===== config.mk =====
export PLATFORM = sky130hd
export DESIGN_NAME = mm3_mul64
export DESIGN_NICKNAME = d
export VERILOG_FILES = /design/src/rtl/core/mm3_pkg.sv /design/src/rtl/core/mm3_mul64.sv
export VERILOG_INCLUDE_DIRS = /design/src /design/src/rtl/core
export SDC_FILE = /design/constraint.sdc
export NUM_CORES = 2
export LEC_CHECK = 0
export BUFFER_PORTS_ARGS = -buffer_cell sky130_fd_sc_hd__buf_2
export CORE_ASPECT_RATIO = 0.6
export CORE_UTILIZATION = 25
export DETAILED_ROUTE_END_ITERATION = 7
export SLEW_MARGIN = 10
export SYNTH_ARGS = -nofsm -noshare
export SYNTH_HDL_FRONTEND = slang
export SYNTH_SLANG_ARGS = --single-unit
export TNS_END_PERCENT = 5

===== constraint.sdc =====
create_clock -name clk_i -period 25 [get_ports clk_i]
set_clock_uncertainty 0.2 [all_clocks]
set_input_delay 2.5 -clock clk_i [delete_from_list [all_inputs] [get_ports clk_i]]
set_output_delay 2.5 -clock clk_i [all_outputs]
set_load 0.01 [all_outputs]

===== src/rtl/core/murmur3_x64_128_hash_macros.svh =====
// assertion macros shared by the murmur3 x64 128 hash rtl
`ifndef MURMUR3_X64_128_HASH_MACROS_SVH
`define MURMUR3_X64_128_HASH_MACROS_SVH

// same-cycle implication, checked outside reset
`define MM3_ASSERT_IMPL(label, clk, rst_n, pre, post, msg) \
  label: assert property (@(posedge clk) disable iff (!(rst_n)) (pre) |-> (post)) \
    else $error(msg);

// next-cycle implication, checked outside reset
`define MM3_ASSERT_NEXT(label, clk, rst_n, pre, post, msg) \
  label: assert property (@(posedge clk) disable iff (!(rst_n)) (pre) |=> (post)) \
    else $error(msg);

`endif


===== src/rtl/core/mm3_pkg.sv =====
// types, constants and helper functions for the murmur3 x64 128 hash
package mm3_pkg;

  localparam int LENGTH_BITS = 31;

  localparam logic [4:0] BLOCK_BYTES = 5'd16;
  localparam logic [4:0] WORD_BYTES  = 5'd8;
  localparam logic [4:0] NO_OFFSET   = 5'd0;

  localparam logic [63:0] MIX_C1  = 64'h87c37b91114253d5;
  localparam logic [63:0] MIX_C2  = 64'h4cf5ad432745937f;
  localparam logic [63:0] ADD_ONE = 64'h0000000052dce729;
  localparam logic [63:0] ADD_TWO = 64'h0000000038495ab5;
  localparam logic [63:0] FIN_M1  = 64'hff51afd7ed558ccd;
  localparam logic [63:0] FIN_M2  = 64'hc4ceb9fe1a85ec53;

  typedef enum logic [3:0] {
    S_IDLE,
    S_K1A,
    S_K1B,
    S_L1MIX,
    S_K2A,
    S_K2B,
    S_L2MIX,
    S_FIN0,
    S_FIN1,
    S_F1A,
    S_F1B,
    S_F2A,
    S_F2B,
    S_FIN2,
    S_FIN3
  } state_e;

  typedef enum logic [2:0] {
    MS_LL,
    MS_LH,
    MS_HL,
    MS_SUM,
    MS_DONE
  } mul_step_e;

  typedef struct packed {
    logic        run;
    logic [63:0] a;
    logic [63:0] b;
  } mul_req_t;

  function automatic logic [63:0] rotl64(input logic [63:0] x, input int r);
    return (x << r) | (x >> (64 - r));
  endfunction

  function automatic logic [63:0] fmix_shift(input logic [63:0] h);
    return h ^ (h >> 33);
  endfunction

  // keeps byte i of the word when base + i lies below the byte count
  function automatic logic [63:0] byte_mask(input logic [4:0] n, input logic [4:0] base);
    logic [63:0] m;
    m = '0;
    for (int i = 0; i < 8; i++) begin
      m[8*i +: 8] = ((base + 5'(i)) < n) ? 8'hff : 8'h00;
    end
    return m;
  endfunction

endpackage


===== src/rtl/core/mm3_mul64.sv =====
// 64 by 64 bit low-half multiplier built on one shared 32 by 32 multiplier
`include "murmur3_x64_128_hash_macros.svh"

module mm3_mul64 (
  input  logic             clk_i,
  input  logic             rst_ni,
  input  mm3_pkg::mul_req_t req_i,
  output logic             done_o,
  output logic [63:0]      prod_o
);

  mm3_pkg::mul_step_e step_q, step_d;
  logic [31:0] op_a, op_b;
  logic [63:0] pp_d, pp_q;
  logic [63:0] acc_d, acc_q;

  // operand halves for the partial product of this step
  always_comb begin
    case (step_q)
      mm3_pkg::MS_LL: begin
        op_a = req_i.a[31:0];
        op_b = req_i.b[31:0];
      end
      mm3_pkg::MS_LH: begin
        op_a = req_i.a[31:0];
        op_b = req_i.b[63:32];
      end
      mm3_pkg::MS_HL: begin
        op_a = req_i.a[63:32];
        op_b = req_i.b[31:0];
      end
      default: begin
        op_a = req_i.a[31:0];
        op_b = req_i.b[31:0];
      end
    endcase
  end

  assign pp_d = op_a * op_b;

  // cross products only reach the upper half of the low 64 bits
  always_comb begin
    acc_d = acc_q;
    case (step_q)
      mm3_pkg::MS_LH:  acc_d = pp_q;
      mm3_pkg::MS_HL:  acc_d = acc_q + {pp_q[31:0], 32'h0};
      mm3_pkg::MS_SUM: acc_d = acc_q + {pp_q[31:0], 32'h0};
      default:         acc_d = acc_q;
    endcase
  end

  always_comb begin
    if (!req_i.run) begin
      step_d = mm3_pkg::MS_LL;
    end else begin
      case (step_q)
        mm3_pkg::MS_LL:  step_d = mm3_pkg::MS_LH;
        mm3_pkg::MS_LH:  step_d = mm3_pkg::MS_HL;
        mm3_pkg::MS_HL:  step_d = mm3_pkg::MS_SUM;
        mm3_pkg::MS_SUM: step_d = mm3_pkg::MS_DONE;
        default:         step_d = mm3_pkg::MS_LL;
      endcase
    end
  end

  always_ff @(posedge clk_i or negedge rst_ni) begin
    if (!rst_ni) begin
      step_q <= mm3_pkg::MS_LL;
    end else begin
      step_q <= step_d;
    end
  end

  always_ff @(posedge clk_i) begin
    pp_q  <= pp_d;
    acc_q <= acc_d;
  end

  assign done_o = req_i.run && (step_q == mm3_pkg::MS_DONE);
  assign prod_o = acc_q;

  `MM3_ASSERT_IMPL(a_done_needs_run, clk_i, rst_ni, done_o, req_i.run, "product done without a request")
  `MM3_ASSERT_NEXT(a_idle_restarts, clk_i, rst_ni, !req_i.run, step_q == mm3_pkg::MS_LL, "step counter not rewound when idle")
  `MM3_ASSERT_NEXT(a_step_leaves_ll, clk_i, rst_ni, req_i.run && step_q == mm3_pkg::MS_LL, step_q == mm3_pkg::MS_LH, "step counter stuck")

endmodule


# Yosys cells after proc, flatten, opt, wreduce, memory -nomap -nowiden
# Index checks and enable logic that the tools add are counted.
# totals
inputBits	131
reg_bits	131
ram_bits	0
latchBits	0
mem_count	0
rom_bits	0
# classes
n_lt_le_gt_ge	0
shift	0
addsub	1
reduce_logical	4
n_mux	5
eq_ne	4
multipliers	1
bitwise	0
n_div	0
# ops
op	n
64-bit one-hot mux with 2 select lines	1
64-bit adder	1
32-bit by 32-bit multiplier with 64-bit output	1
32-bit two-way mux	2
3-bit one-hot mux with 4 select lines	1
3-bit by 2-bit equality test with 1-bit output, second input constant	2
3-bit by 1-bit equality test with 1-bit output, second input constant	1
3-bit equality test, second input constant	1
3-bit logical NOT	1
3-bit two-way mux	1
2-bit nonzero test	1
2-bit OR reduction	1
1-bit logical AND	1

# Longest topological paths before layout
# depth
ltp_word	3
mapped_depth	35
depth_no_buf	31

# Worst setup path after synthesis
# Ideal clock, no wire load.
# synth_timing
path_type	input to register
from	in req_i[43] in the netlist's numbering
to	reg pp_q[58]
setup_ns	0.122
cell_stages	27
setup_slack_ns	15.128
arrival_ns	9.550
path_cell_list	mux2i_1 clkbuf_1 nor2_1 fa_1 inv_1 fa_1 fa_1 fa_1 inv_1 fa_1 fa_1 fa_1 inv_1 fa_1 inv_1 ha_1 clkbuf_1 a211oi_1 o311ai_1 nand3_1 o211ai_1 a21oi_1 o21ai_4 a31oi_1 o31a_1 nor4_1 a311o_1
# synth_via
elab_chain_len	2
# synth_lines
item	line_no	text
start, declared	mm3_mul64.sv:7	input mm3_pkg::mul_req_t req_i,
32-bit two-way mux	mm3_mul64.sv:19	case (step_q)
32-bit by 32-bit multiplier with 64-bit output	mm3_mul64.sv:39	assign pp_d = op_a * op_b;
named net pp_d[58]	mm3_mul64.sv:14	logic [63:0] pp_d, pp_q;
end signal, assigned	mm3_mul64.sv:75	pp_q <= pp_d;
end, declared	mm3_mul64.sv:14	
# The timed path passes the listed nets, and every way through them passes these cells.
# A chain may end at the register's enable or synchronous reset.

# Worst setup path in the final report
# layout_timing
from	reg step_q[2]
to	reg pp_q[53]
# layout_via
elab_chain_len	3
# layout_lines
item	line_no	text
start, declared	mm3_mul64.sv:12	mm3_pkg::mul_step_e step_q, step_d;
start signal, assigned	mm3_mul64.sv:68	step_q <= mm3_pkg::MS_LL;
start signal, assigned	mm3_mul64.sv:70	step_q <= step_d;
3-bit by 2-bit equality test with 1-bit output or 3-bit by 1-bit equality test with 1-bit output (tied branches)	mm3_mul64.sv:19	
32-bit two-way mux	mm3_mul64.sv:19	
32-bit by 32-bit multiplier with 64-bit output (*)	mm3_mul64.sv:39	
named net pp_d[53]	mm3_mul64.sv:14	
# The timed path passes the listed nets; every way through them passes the cells marked *.

==> metrics.txt <==
status=finished, final reports clean; pin count of the biggest net entering global routing=101; Net Count, Synth=about 5,600; H-tree depth=4; Final Util=28.1%; first-pass GRT wire length=about 210 mm; asr flop ratio synth=2.29%; Distinct cells, synth=72; io pins=196; IO Port Bufs=195; 1st-pass router iterations=5; register area share after synthesis=8.54%; Max Cap Violations=0; Global Route Usage Sum=18.6%; Post-route DRC=0; transition time of the tightest slew-check pin=roughly 1.1 ns; drt wl/cell=approximately 23 µm; fin crit share=approximately 43%; critical path type=reg -> reg; post-detail-place hpwl=117 mm; drt via density=4.84; final wirelength=143 mm; Resize count post-CTS=0; Starting DRT DRC Count=approximately 3,000; Die ar.=roughly 0.16 mm²; startpoint types=flip-flop; gr ovfl total=0; Syn Area/Cell=9.07 µm²; Post-DRT Antenna Nets=0; Tmin final=10.83 ns; f_max=0.0923 GHz; # Post-CTS Setup Buffers=0; Required @ worst endpoint=roughly 25 ns; area grow syn2layout=10.6%; EDFF count, synth=64; Yosys warning count=0; total number of vias=30,700; Hold Vio Cnt, Final=0; ys flop type=edfxtp_1; cell area after synthesis=0.0384 mm²; initial antenna violation count=9; vias in the first global route=between 30,000 and 40,000; GP Congestion=0.950; fill count=16,000; RSZ-0062 raised after global routing=no; Die Wd=508 µm; endpoints failing setup=0; Slowest cell on crit path=mux2i_4; Core Area=0.151 mm²; hold_buf cts=0; count leader, synth=fa_1; Core Rows=110; slew margin rel.=22.5%; Syn Inst Count=4,234; Root Buffer=clkbuf_16; Chip Height=306 µm; synthesis-stage register bit count=131; Synth area leader=fa_1; Max Slew Vio Count=0; Post-Route Setup TNS=0 ns; worst skew pair latency=approximately 0.44 ns; layout cells sized above 1=9.74%; top area cells in the synthesized netlist=fa_1 (47%), ha_1 (9.6%), inv_1 (8.4%); Initial Utilization=between 20 and 30%; Critical Path Fanout Max=between 50 and 60; most frequent CP cell=fa_1; CTS Buf Count=17; CTS tree=yes; class of the worst hold path=reg -> reg; CP max stage delay=0.99 ns; post-synth top area share=46.8%; CTS sink count=131; CTS clk-pin slew, worst paths=roughly 0.06 ns; CP arrival=10.93 ns; Crit. End Element=flip-flop; clock buffer depth=2; Final Net Count=5,631; Commonest cells post-synth=fa_1 (897), inv_1 (864), nor2_1 (615), nand2_1 (545), ha_1 (294)
## sequential cells by signal (all words and copies together) (netlist names)
| name | cells |
|---|---|
| pp_q | 64 |
| prod_o | 64 |
| step_q | 3 |
## cells in the final DEF, fill, tap and decap left out, types with 23 or more instances in the layout
cell type | synthesis | final
a21o_1 | 49 | 49
edfxtp_1 | 64 | 64
ha_1 | 294 | 294
and2_1 | 43 | 43
dfxtp_1 | 64 | 64
mux2i_2 | 0 | 41
mux2_2 | 65 | 65
o21ai_0 | 56 | 56
nor2_1 | 615 | 614
a21oi_1 | 99 | 99
fa_1 | 897 | 897
buf_4 | 0 | 60
xnor2_1 | 52 | 52
nand2_1 | 545 | 545
inv_1 | 864 | 864
buf_2 | 11 | 195
xor2_1 | 37 | 37
nand4_1 | 23 | 23
## critical path, delay by kind of cell, from the launching register on
kind,cells,cell delay (ns)
simple gates,4,0.92
fa+ha+maj,9,4.38
compound gates,7,2.05
xor+xnor,1,0.28
flops,1,0.43
buf+inv,6,1.26
mux,1,0.99
## final cells by class
cell class	instances	area, µm²	area share (%)
Timing Repair Buffer	256	1450	3.41
Sequential cell	131	3280	7.72
Multi-Input combinational cell	3038	31400	73.9
Clock buffer	19	433	1.02
Clock inverter	13	150	0.354
Inverter	865	3250	7.65
Tap cell	2016	2520	5.94
Antenna cell	1	2.50	0.00589
## final timing paths
kind | end | slack (ns) | from | cells past startpoint
max | pp_q[53] | 14.17 | step_q[2] | 28
min | prod_o[40] | 0.32 | pp_q[40] | 2
max reg2reg | pp_q[53] | 14.17 | step_q[2] | 28
min reg2reg | prod_o[40] | 0.32 | pp_q[40] | 2
max in group asynchronous | step_q[2] | 22.85 | rst_ni | 1
min in group asynchronous | step_q[1] | 1.64 | rst_ni | 1
## routing by layer
layer  global-route usage, %  vias up  wire, µm
li1                        -    12900         -
met1                    25.6    15900     59600
met2                    27.9     1669     61400
met3                    5.12      245     16500
met4                    6.61        6      5710
met5                       0        -        29
## through the flow
step,instances,hold slack (ns),cell area [µm²],worst slack [ns]
after floorplan,4234,0.250,38400,15.13
after global placement,6306,0.294,41900,13.88
after detailed placement,6306,0.299,41900,13.94
after CTS,6338,0.315,42500,14.20
after global routing,6339,0.338,42500,13.82
final,6339,0.316,42500,14.17
## logic make-up (layout without fill, tap and decap cells)
family,count (synthesis),after routing,share of synthesized area [%]
buffers and inverters,1065,1153,10.4
other,0,1,0
adders and majority gates,1191,1191,56.3
and+or+nand+nor,1313,1313,13.8
DFF,131,131,8.54
muxes,126,126,3.50
AOI/OAI and AO/OA,319,319,5.34
xor gates and xnor gates,89,89,2.03
Power is not shown: default switching activity piles up to over one toggle a cycle in this logic, so the estimate is an artifact.
